**src/joystick_frame_encoder_macros.svh**
```systemverilog
// ----------------------------------------------------------------------------
// Joystick frame encoder assertion macros
// Shared concurrent assertion forms for the encoder and its divider.
// ----------------------------------------------------------------------------
`ifndef JOYSTICK_FRAME_ENCODER_MACROS_SVH
`define JOYSTICK_FRAME_ENCODER_MACROS_SVH

// Same-cycle implication, disabled while reset is asserted
`define JFE_ASSERT_IMPL(label, clk, rst_n, ante, cons, msg) \
	label: assert property (@(posedge clk) disable iff (!rst_n) (ante) |-> (cons)) \
		else $error(msg);

// Next-cycle implication, disabled while reset is asserted
`define JFE_ASSERT_NEXT(label, clk, rst_n, ante, cons, msg) \
	label: assert property (@(posedge clk) disable iff (!rst_n) (ante) |=> (cons)) \
		else $error(msg);

`endif

```
**src/jfe_pkg.sv**
```systemverilog
// ----------------------------------------------------------------------------
// Joystick frame encoder package
// Widths, register indexes, byte tags, sequencer states and divider types.
// ----------------------------------------------------------------------------
`timescale 1ns / 1ps
`default_nettype none

package jfe_pkg;

	// Parameter defaults
	localparam int ROUNDS_DEFAULT   = 10;
	localparam int ADC_BITS_DEFAULT = 12;

	// Datapath widths
	localparam int SUM_W     = 16;
	localparam int CFG_W     = 16;
	localparam int CFG_COUNT = 8;
	localparam int CFG_IDX_W = 3;
	localparam int NUM_W     = 22;   // 63 * |sum - offset|
	localparam int DEN_W     = 17;   // 2 * range
	localparam int QUO_W     = 7;    // quotient bits, enough to see saturation
	localparam int STEP_W    = 3;
	localparam int FIELD_W   = 5;
	localparam int TAG_W     = 3;
	localparam int BYTE_W    = 8;

	localparam int AXIS_LIMIT     = 15;
	localparam int THROTTLE_LIMIT = 31;

	// Configuration register indexes
	localparam logic [CFG_IDX_W-1:0] REG_LEFT_X_OFFSET  = 3'd0;
	localparam logic [CFG_IDX_W-1:0] REG_LEFT_X_RANGE   = 3'd1;
	localparam logic [CFG_IDX_W-1:0] REG_LEFT_Y_OFFSET  = 3'd2;
	localparam logic [CFG_IDX_W-1:0] REG_LEFT_Y_RANGE   = 3'd3;
	localparam logic [CFG_IDX_W-1:0] REG_RIGHT_X_OFFSET = 3'd4;
	localparam logic [CFG_IDX_W-1:0] REG_RIGHT_X_RANGE  = 3'd5;
	localparam logic [CFG_IDX_W-1:0] REG_THROTTLE_MIN   = 3'd6;
	localparam logic [CFG_IDX_W-1:0] REG_THROTTLE_RANGE = 3'd7;

	localparam logic [CFG_W-1:0] CFG_OFFSET_RESET = 16'd20475;
	localparam logic [CFG_W-1:0] CFG_RANGE_RESET  = 16'd40950;
	localparam logic [CFG_W-1:0] CFG_MIN_RESET    = 16'd0;

	// Axis codes for the sequencer
	localparam logic [1:0] AXIS_LEFT_X  = 2'd0;
	localparam logic [1:0] AXIS_LEFT_Y  = 2'd1;
	localparam logic [1:0] AXIS_RIGHT_X = 2'd2;
	localparam logic [1:0] AXIS_THROTTLE = 2'd3;

	// Frame byte tags
	localparam logic [TAG_W-1:0] TAG_LEFT_X   = 3'd0;
	localparam logic [TAG_W-1:0] TAG_LEFT_Y   = 3'd1;
	localparam logic [TAG_W-1:0] TAG_RIGHT_X  = 3'd2;
	localparam logic [TAG_W-1:0] TAG_THROTTLE = 3'd3;
	localparam logic [TAG_W-1:0] TAG_SWITCH   = 3'd4;
	localparam logic [TAG_W-1:0] TAG_DIAL     = 3'd5;

	typedef enum logic [1:0] {
		ST_IDLE,
		ST_LOAD,
		ST_DIV,
		ST_EMIT
	} jfe_state_t;

	typedef struct packed {
		logic start;
	} jfe_div_ctrl_t;

	typedef struct packed {
		logic busy;
		logic done;
	} jfe_div_stat_t;

endpackage

`default_nettype wire

```
**src/jfe_divider.sv**
```systemverilog
// ----------------------------------------------------------------------------
// Joystick frame encoder divider
// Restoring divider, one quotient bit per cycle, quotient saturates by width.
// ----------------------------------------------------------------------------
`timescale 1ns / 1ps
`default_nettype none
`include "joystick_frame_encoder_macros.svh"

module jfe_divider
	import jfe_pkg::*;
(
	input  wire logic               clk,
	input  wire logic               arst_n,
	input  wire jfe_div_ctrl_t      ctrl,
	input  wire logic [NUM_W-1:0]   num,
	input  wire logic [DEN_W-1:0]   den,
	output logic      [QUO_W-1:0]   quo,
	output jfe_div_stat_t           stat
);

	localparam int DSH_W = DEN_W + QUO_W - 1;

	logic               busy_q;
	logic               done_q;
	logic [STEP_W-1:0]  step_q;
	logic [NUM_W-1:0]   rem_q;
	logic [DSH_W-1:0]   dsh_q;
	logic [QUO_W-1:0]   quo_q;
	logic               hit;

	// Compare the remainder against the shifted divisor
	assign hit = {{(DSH_W-NUM_W){1'b0}}, rem_q} >= dsh_q;

	// Sequence the steps
	always_ff @(posedge clk or negedge arst_n) begin
		if (!arst_n) begin
			busy_q <= 1'b0;
			done_q <= 1'b0;
			step_q <= '0;
		end else begin
			done_q <= busy_q && (step_q == '0);
			if (ctrl.start) begin
				busy_q <= 1'b1;
				step_q <= STEP_W'(QUO_W - 1);
			end else if (busy_q) begin
				if (step_q == '0) begin
					busy_q <= 1'b0;
				end
				step_q <= step_q - 1'b1;
			end
		end
	end

	// Shift and subtract
	always_ff @(posedge clk) begin
		if (ctrl.start) begin
			rem_q <= num;
			dsh_q <= {den, {(QUO_W-1){1'b0}}};
			quo_q <= '0;
		end else if (busy_q) begin
			if (hit) begin
				rem_q <= rem_q - dsh_q[NUM_W-1:0];
			end
			quo_q <= {quo_q[QUO_W-2:0], hit};
			dsh_q <= dsh_q >> 1;
		end
	end

	assign quo       = quo_q;
	assign stat.busy = busy_q;
	assign stat.done = done_q;

	`JFE_ASSERT_IMPL(a_div_start_idle, clk, arst_n, ctrl.start, !busy_q, "divider started while busy")
	`JFE_ASSERT_IMPL(a_div_done_idle, clk, arst_n, done_q, !busy_q, "divider done while busy")
	`JFE_ASSERT_NEXT(a_div_last_step, clk, arst_n, busy_q && (step_q == '0) && !ctrl.start, done_q, "divider missed done")

endmodule

`default_nettype wire

```
**src/joystick_frame_encoder.sv**
```systemverilog
// Requests are taken only while the sequencer is idle; rounds before the last of a frame give no bytes.
// On the last round the shared divider runs for each of four axes in turn (operand load,
// 7 quotient bits, store), then six bytes leave at one per cycle while the sink does not stall.
// A frame round thus holds the input until the last of the six bytes is loaded for output.
// Reset clears sums, round count, sequencer and output valid, and restores the
// configuration registers to their defaults.
// ----------------------------------------------------------------------------
// Joystick frame encoder
// Sums ADC rounds per axis, scales them through a shared divider, emits frames.
// ----------------------------------------------------------------------------
`timescale 1ns / 1ps
`default_nettype none
`include "joystick_frame_encoder_macros.svh"

module joystick_frame_encoder
	import jfe_pkg::*;
#(
	parameter int ROUNDS_PER_FRAME = ROUNDS_DEFAULT,
	parameter int ADC_BITS         = ADC_BITS_DEFAULT
) (
	input  wire logic                  clk,
	input  wire logic                  arst_n,
	input  wire logic                  in_valid,
	output logic                       in_stall,
	input  wire logic [ADC_BITS-1:0]   sample_left_x,
	input  wire logic [ADC_BITS-1:0]   sample_left_y,
	input  wire logic [ADC_BITS-1:0]   sample_right_x,
	input  wire logic [ADC_BITS-1:0]   sample_throttle,
	input  wire logic                  switch_one_level,
	input  wire logic                  switch_two_level,
	input  wire logic [1:0]            dial_one,
	input  wire logic [2:0]            dial_two,
	output logic                       out_valid,
	input  wire logic                  out_stall,
	output logic      [BYTE_W-1:0]     tx_byte,
	output logic                       last_byte,
	input  wire logic                  cfg_we,
	input  wire logic [CFG_IDX_W-1:0]  cfg_index,
	input  wire logic [CFG_W-1:0]      cfg_data
);

	localparam int CNT_W = $clog2(ROUNDS_PER_FRAME + 1);
	localparam logic [CNT_W-1:0] LAST_ROUND = CNT_W'(ROUNDS_PER_FRAME);

	jfe_state_t          state_q, state_d;
	logic [CFG_W-1:0]    cfg_q [CFG_COUNT];
	logic [SUM_W-1:0]    sum_lx_q, sum_ly_q, sum_rx_q, sum_th_q;
	logic [CNT_W-1:0]    round_q;
	logic [CNT_W-1:0]    round_next;
	logic                final_round;
	logic                in_accept;
	logic [1:0]          axis_q;
	logic                neg_q;
	logic [FIELD_W-1:0]  field_q [4];
	logic                sw_one_q, sw_two_q;
	logic [1:0]          dial_one_q;
	logic [2:0]          dial_two_q;
	logic [TAG_W-1:0]    byte_idx_q;
	logic                out_valid_q;
	logic [BYTE_W-1:0]   tx_byte_q;
	logic                last_byte_q;

	logic                axis_done;
	logic                emit_load;
	logic [SUM_W-1:0]    sum_sel;
	logic [CFG_W-1:0]    off_sel, rng_sel;
	logic                neg_sel;
	logic [SUM_W-1:0]    abs_diff;
	logic [NUM_W-1:0]    num;
	logic [DEN_W-1:0]    den;
	logic [QUO_W-1:0]    quo;
	logic [3:0]          clip_axis;
	logic [FIELD_W-1:0]  field_val;
	logic [FIELD_W-1:0]  emit_payload;

	jfe_div_ctrl_t       div_ctrl;
	jfe_div_stat_t       div_stat;

	assign in_accept   = in_valid && !in_stall;
	assign round_next  = round_q + 1'b1;
	assign final_round = (round_next == LAST_ROUND);

	// Configuration registers
	always_ff @(posedge clk or negedge arst_n) begin
		if (!arst_n) begin
			cfg_q[REG_LEFT_X_OFFSET]  <= CFG_OFFSET_RESET;
			cfg_q[REG_LEFT_X_RANGE]   <= CFG_RANGE_RESET;
			cfg_q[REG_LEFT_Y_OFFSET]  <= CFG_OFFSET_RESET;
			cfg_q[REG_LEFT_Y_RANGE]   <= CFG_RANGE_RESET;
			cfg_q[REG_RIGHT_X_OFFSET] <= CFG_OFFSET_RESET;
			cfg_q[REG_RIGHT_X_RANGE]  <= CFG_RANGE_RESET;
			cfg_q[REG_THROTTLE_MIN]   <= CFG_MIN_RESET;
			cfg_q[REG_THROTTLE_RANGE] <= CFG_RANGE_RESET;
		end else if (cfg_we) begin
			cfg_q[cfg_index] <= cfg_data;
		end
	end

	// Accumulate rounds, clear after the last axis is scaled
	always_ff @(posedge clk or negedge arst_n) begin
		if (!arst_n) begin
			sum_lx_q <= '0;
			sum_ly_q <= '0;
			sum_rx_q <= '0;
			sum_th_q <= '0;
			round_q  <= '0;
		end else if (in_accept) begin
			sum_lx_q <= sum_lx_q + SUM_W'(sample_left_x);
			sum_ly_q <= sum_ly_q + SUM_W'(sample_left_y);
			sum_rx_q <= sum_rx_q + SUM_W'(sample_right_x);
			sum_th_q <= sum_th_q + SUM_W'(sample_throttle);
			round_q  <= final_round ? '0 : round_next;
		end else if (axis_done && (axis_q == AXIS_THROTTLE)) begin
			sum_lx_q <= '0;
			sum_ly_q <= '0;
			sum_rx_q <= '0;
			sum_th_q <= '0;
		end
	end

	// Hold switch and dial levels of the latest round
	always_ff @(posedge clk) begin
		if (in_accept) begin
			sw_one_q   <= switch_one_level;
			sw_two_q   <= switch_two_level;
			dial_one_q <= dial_one;
			dial_two_q <= dial_two;
		end
	end

	// Next state
	always_comb begin
		state_d = state_q;
		unique case (state_q)
			ST_IDLE: begin
				if (in_accept && final_round) begin
					state_d = ST_LOAD;
				end
			end
			ST_LOAD: begin
				state_d = ST_DIV;
			end
			ST_DIV: begin
				if (div_stat.done) begin
					state_d = (axis_q == AXIS_THROTTLE) ? ST_EMIT : ST_LOAD;
				end
			end
			ST_EMIT: begin
				if (emit_load && (byte_idx_q == TAG_DIAL)) begin
					state_d = ST_IDLE;
				end
			end
			default: begin
				state_d = ST_IDLE;
			end
		endcase
	end

	// Sequencer outputs
	always_comb begin
		in_stall       = (state_q != ST_IDLE);
		div_ctrl.start = (state_q == ST_LOAD);
		axis_done      = (state_q == ST_DIV) && div_stat.done;
		emit_load      = (state_q == ST_EMIT) && (!out_valid_q || !out_stall);
	end

	always_ff @(posedge clk or negedge arst_n) begin
		if (!arst_n) begin
			state_q    <= ST_IDLE;
			axis_q     <= AXIS_LEFT_X;
			byte_idx_q <= TAG_LEFT_X;
		end else begin
			state_q <= state_d;
			if (in_accept) begin
				axis_q     <= AXIS_LEFT_X;
				byte_idx_q <= TAG_LEFT_X;
			end else begin
				if (axis_done) begin
					axis_q <= axis_q + 1'b1;
				end
				if (emit_load) begin
					byte_idx_q <= byte_idx_q + 1'b1;
				end
			end
		end
	end

	// Select operands for the current axis
	always_comb begin
		unique case (axis_q)
			AXIS_LEFT_X: begin
				sum_sel = sum_lx_q;
				off_sel = cfg_q[REG_LEFT_X_OFFSET];
				rng_sel = cfg_q[REG_LEFT_X_RANGE];
			end
			AXIS_LEFT_Y: begin
				sum_sel = sum_ly_q;
				off_sel = cfg_q[REG_LEFT_Y_OFFSET];
				rng_sel = cfg_q[REG_LEFT_Y_RANGE];
			end
			AXIS_RIGHT_X: begin
				sum_sel = sum_rx_q;
				off_sel = cfg_q[REG_RIGHT_X_OFFSET];
				rng_sel = cfg_q[REG_RIGHT_X_RANGE];
			end
			default: begin
				sum_sel = sum_th_q;
				off_sel = cfg_q[REG_THROTTLE_MIN];
				rng_sel = cfg_q[REG_THROTTLE_RANGE];
			end
		endcase
	end

	// Split into sign and magnitude; 63*x as (x << 6) - x; a zero range counts as one
	assign neg_sel  = (sum_sel < off_sel);
	assign abs_diff = neg_sel ? (off_sel - sum_sel) : (sum_sel - off_sel);
	assign num      = {abs_diff, 6'b000000} - NUM_W'(abs_diff);
	assign den      = (rng_sel == '0) ? DEN_W'(2) : {rng_sel, 1'b0};

	always_ff @(posedge clk) begin
		if (div_ctrl.start) begin
			neg_q <= neg_sel;
		end
	end

	jfe_divider u_div (
		.clk    (clk),
		.arst_n (arst_n),
		.ctrl   (div_ctrl),
		.num    (num),
		.den    (den),
		.quo    (quo),
		.stat   (div_stat)
	);

	// Clamp the quotient and apply the sign
	always_comb begin
		clip_axis = (quo > QUO_W'(AXIS_LIMIT)) ? 4'(AXIS_LIMIT) : quo[3:0];
		if (axis_q == AXIS_THROTTLE) begin
			if (neg_q) begin
				field_val = '0;
			end else if (quo > QUO_W'(THROTTLE_LIMIT)) begin
				field_val = FIELD_W'(THROTTLE_LIMIT);
			end else begin
				field_val = quo[FIELD_W-1:0];
			end
		end else if (neg_q) begin
			field_val = FIELD_W'(AXIS_LIMIT) - {1'b0, clip_axis};
		end else begin
			field_val = FIELD_W'(AXIS_LIMIT) + {1'b0, clip_axis};
		end
	end

	always_ff @(posedge clk) begin
		if (axis_done) begin
			field_q[axis_q] <= field_val;
		end
	end

	// Build the payload of the next frame byte
	always_comb begin
		unique case (byte_idx_q)
			TAG_LEFT_X, TAG_LEFT_Y, TAG_RIGHT_X, TAG_THROTTLE: begin
				emit_payload = field_q[byte_idx_q[1:0]];
			end
			TAG_SWITCH: begin
				emit_payload = {3'b000, ~sw_one_q, ~sw_two_q};
			end
			TAG_DIAL: begin
				emit_payload = {dial_two_q, dial_one_q};
			end
			default: begin
				emit_payload = '0;
			end
		endcase
	end

	// Output register
	always_ff @(posedge clk or negedge arst_n) begin
		if (!arst_n) begin
			out_valid_q <= 1'b0;
		end else if (emit_load) begin
			out_valid_q <= 1'b1;
		end else if (!out_stall) begin
			out_valid_q <= 1'b0;
		end
	end

	always_ff @(posedge clk) begin
		if (emit_load) begin
			tx_byte_q   <= {byte_idx_q, emit_payload};
			last_byte_q <= (byte_idx_q == TAG_DIAL);
		end
	end

	assign out_valid = out_valid_q;
	assign tx_byte   = tx_byte_q;
	assign last_byte = last_byte_q;

	`JFE_ASSERT_IMPL(a_last_is_dial, clk, arst_n, out_valid_q && last_byte_q, tx_byte_q[7:5] == TAG_DIAL, "last byte without dial tag")
	`JFE_ASSERT_NEXT(a_frame_starts, clk, arst_n, in_accept && final_round, (state_q == ST_LOAD) && (axis_q == AXIS_LEFT_X), "frame round did not start scaling")
	`JFE_ASSERT_IMPL(a_done_in_div, clk, arst_n, div_stat.done, state_q == ST_DIV, "divider result outside divide state")

endmodule

`default_nettype wire

```
**config.mk**
```make
export PLATFORM = sky130hd
export DESIGN_NAME = joystick_frame_encoder
export DESIGN_NICKNAME = d
export VERILOG_FILES = /design/src/jfe_pkg.sv /design/src/jfe_divider.sv /design/src/joystick_frame_encoder.sv
export VERILOG_INCLUDE_DIRS = /design/src /design/src/src
export SDC_FILE = /design/constraint.sdc
export NUM_CORES = 1
export LEC_CHECK = 0
export BUFFER_PORTS_ARGS = -buffer_cell sky130_fd_sc_hd__buf_2
export CAP_MARGIN = 20
export CORE_ASPECT_RATIO = 0.75
export CORE_UTILIZATION = 40
export CTS_CLUSTER_DIAMETER = 100
export DETAILED_ROUTE_END_ITERATION = 10
export SKIP_CTS_REPAIR_TIMING = 1
export SYNTH_ARGS = -nofsm -noshare
export SYNTH_HDL_FRONTEND = slang
export SYNTH_SLANG_ARGS = --single-unit
```
**constraint.sdc**
```tcl
create_clock -name clk -period 10.5 [get_ports clk]
set_input_delay 2.1 -clock clk [delete_from_list [all_inputs] [get_ports clk]]
set_output_delay 2.1 -clock clk [all_outputs]
set_load 0.02 [all_outputs]
```
==> metrics.md <==
| Metric | Value |
|---|---|
| Async S/R FF share, synth | `0.7013` |
| GRT Residual Overflow | `0` |
| Initial Util | `0.4049` |
| Met3 wire len | `2.406 mm` |
| TritonCTS clock tree | `built` |
| Via count | `14010` |
| Syn_area_per_cell | `10.18 um2` |
| Post-route ant nets | `0` |
| Mux cell area share after synthesis | `0.1129` |
| Slowest stage cell, crit path | `buf_4` |
| Tot GR Track Use | `0.2067` |
| First drt pass iteration count | `6` |
| Die area | `47380 um2` |
| Worst setup EP type | `register` |
| Nets@finish | `2086` |
| # port buffers | `89` |
| Class of the most critical setup path | `reg -> reg` |
| Mean number of vias per cell | `5.610` |
| Die height | `188.8 um` |
| Critical Path, Cell by Cell | `ha_1 > inv_2 > buf_4 > mux2_2 > ha_1 > a21oi_1 > o21bai_4 > a211oi_4 > nand2_2 > a211oi_1 > a21oi_1 > xor2_1 > inv_1 > ha_1 > inv_1 > maj3_1 > mux2i_1 > a21boi_0 > and4bb_4 > nor3_4 > o31ai_4 > mux2i_1 > nor3_1` |
| # IOs | `90` |
| Post-synthesis simple-gate area fraction | `0.1166` |
| Total CTS buffers | `31` |
| Worst path top cell family by delay | `compound AO/OA/AOI/OAI gates` |
| DP Wirelength | `34.65 mm` |
| Layout cell share with drive strength beyond 1 | `0.2275` |
| Number of synthesized flops with an enable pin | `76` |
| Buffer and inverter count on the worst path | `4` |
| CORE AREA | `45940 um2` |
| CTS Buffer Depth | `3` |
| FMAX | `145.5 MHz` |
| Vias in the first global route | `13860` |
| Post-Syn Area | `18600 um2` |
| Die W | `251.0 um` |
| Highest routed metal layer | `met5` |
| Reg2reg start | `axis_q[0]$_DFFE_PN0P_` |
| TritonCTS Sinks | `298` |
| Slew headroom | `0.2771` |
| Syn Nets | `2036` |
| Clock Skew | `0.02541 ns` |
| Final Max Slew Viols | `0` |
| First DRT Iteration DRCs | `1050` |
| Min Tclk post-route | `6.875 ns` |
| CP startpoint | `axis_q[0]$_DFFE_PN0P_` |
| Sequential share of the synthesized area | `0.4235` |
| Sum Neg Setup Slack | `0 ns` |
| DR WL met2 | `20.69 mm` |
| CTS H-tree lvls | `1` |
| Worst-margin pin slew | `1.079 ns` |
| RD Place Congestion | `0.8969` |
| Clk root buf | `clkbuf_16` |
| Synth Area in Adders | `0.09066` |
| Compound-Gate Fraction of Synth Area | `0.1679` |
| Netlist cell types | `87` |
| WP data required | `10.84 ns` |
| Critical path arrival | `7.21 ns` |
| Period utilisation layout | `0.6547` |
| Hold wc startpoint | `u_div.step_q[2]$_DFFE_PN0P_` |
| Crit-path max FO | `64` |
| Most common cell after layout, fill and taps aside | `nand2_1` |
| Synthesized flop and latch total | `298` |
| YS warnings | `0` |
| Worst-path clk slew | `0.07 ns` |
| Layout area overhead | `11.76%` |
| Largest family of logic cells by synthesized area | `compound AO/OA/AOI/OAI gates` |
| Wl on met1 | `24.90 mm` |
| Global-route wire length before repair | `77.61 mm` |
| Final setup fails | `0` |
| WL per Instance | `19.49 um` |
| Drt drc | `0` |
| RSZ-0062 raised after global routing | `false` |
| HP Class | `reg -> reg` |
| Worst Setup Start Kind | `register` |
| Largest net degree at the start of global routing | `99` |
| Post-synth top flop | `dfrtp_1` |
| Worst skew pair latency | `0.60 ns` |
| XOR/XNOR Fraction of Synth Area | `0.04540` |
| # diodes | `0` |
| Critical Path Max Stage Delay | `0.59 ns` |
| Hold Vio Cnt, Final | `0` |
| Max-cap viol count | `0` |
| Outcome | `finished, final reports clean` |
| Syn Inst Count | `1828` |
| Std cell rows | `68` |
| Initial antenna violation count | `2` |
| Final wirelength | `48.68 mm` |
| Most frequent cells in the layout | `179 x nand2_1, 148 x mux2_2, 128 x o21ai_0, 125 x dfrtp_1, 119 x ha_1` |
| Crit path top cell by count | `ha_1` |
[sequential cells by signal (all words and copies together) (netlist names), 2 cells and up]
| register | flops |
|---|---|
| sum_th_q | 16 |
| cfg_q | 128 |
| round_q | 4 |
| sum_rx_q | 16 |
| axis_q | 2 |
| sum_ly_q | 16 |
| dial_two_q | 3 |
| dial_one_q | 2 |
| u_div.dsh_q | 23 |
| field_q | 20 |
| sum_lx_q | 16 |
| u_div.rem_q | 22 |
| byte_idx_q | 3 |
| state_q | 2 |
| tx_byte | 8 |
| u_div.step_q | 3 |
| u_div.quo | 7 |
[final cells by class]
type                            instances  area (um2)
Tap cell                              595       744.5
Inverter                              119       446.7
Sequential cell                       298        7878
Fill cell                            4331       25150
Clock buffer                           41       905.9
Clock inverter                         17       259.0
Timing Repair Buffer                  103       574.3
Multi-Input combinational cell       1325        9983
[final timing paths]
check	endpoint	slack, ns	cells past startpoint
max in group asynchronous	u_div.step_q[2]$_DFFE_PN0P_	6.82	3
hold reg to reg	u_div.done_q$_DFF_PN0_	0.49	1
min in group asynchronous	cfg_q[35]$_DFFE_PN0P_	1.61	1
setup reg to reg	u_div.rem_q[20]$_DFFE_PP_	3.63	23
hold / removal	u_div.done_q$_DFF_PN0_	0.49	1
setup / recovery	u_div.rem_q[20]$_DFFE_PP_	3.63	23
[Yosys cell counts (14+ instances only)]
library cell	number	area, um2
a21o_1	26	195.2
a21oi_1	94	470.5
a222oi_1	19	190.2
a22oi_1	32	240.2
clkbuf_1	64	240.2
dfrtp_1	125	3128
dfstp_2	84	2207
edfxtp_1	76	2282
ha_1	122	1526
inv_1	116	435.4
mux2_2	148	1667
mux2i_1	32	320.3
nand2_1	181	679.4
nand3_1	70	350.3
nor2_1	73	274.0
nor3_1	25	125.1
nor3b_1	14	105.1
o21ai_0	128	640.6
o21bai_1	38	285.3
o31ai_1	20	150.1
xnor2_1	74	648.1
xor2_1	16	140.1
[through the flow]
stage / hold WS (ns) / setup WS (ns) / instance area (um2) / cells / util
after floorplan: 0.4376 / 4.163 / 18600 / 1828 / -
after global placement: 0.4650 / 3.833 / 19600 / 2438 / 0.4265
after detailed placement: 0.4648 / 3.639 / 19610 / 2439 / 0.4269
after CTS: 0.4943 / 3.612 / 20780 / 2497 / 0.4522
after global routing: 0.5113 / 3.187 / 20790 / 2498 / 0.4525
final: 0.4889 / 3.625 / 20790 / 2498 / 0.4525
[cells by family after synthesis]
group / after synthesis
xor+xnor: 93
compound gates: 465
mux: 185
flops: 298
simple gates: 451
buf+inv: 205
fa+ha+maj: 131
[routing by layer]
metal,vias up,track usage
li1,6729,-
met1,6906,0.3225
met2,327,0.3033
met3,50,0.02777
met4,2,0.03705
met5,-,0
Power is left out: the tool's default activity adds up to more than one toggle a clock period on the data nets, which glitch-free logic cannot reach.
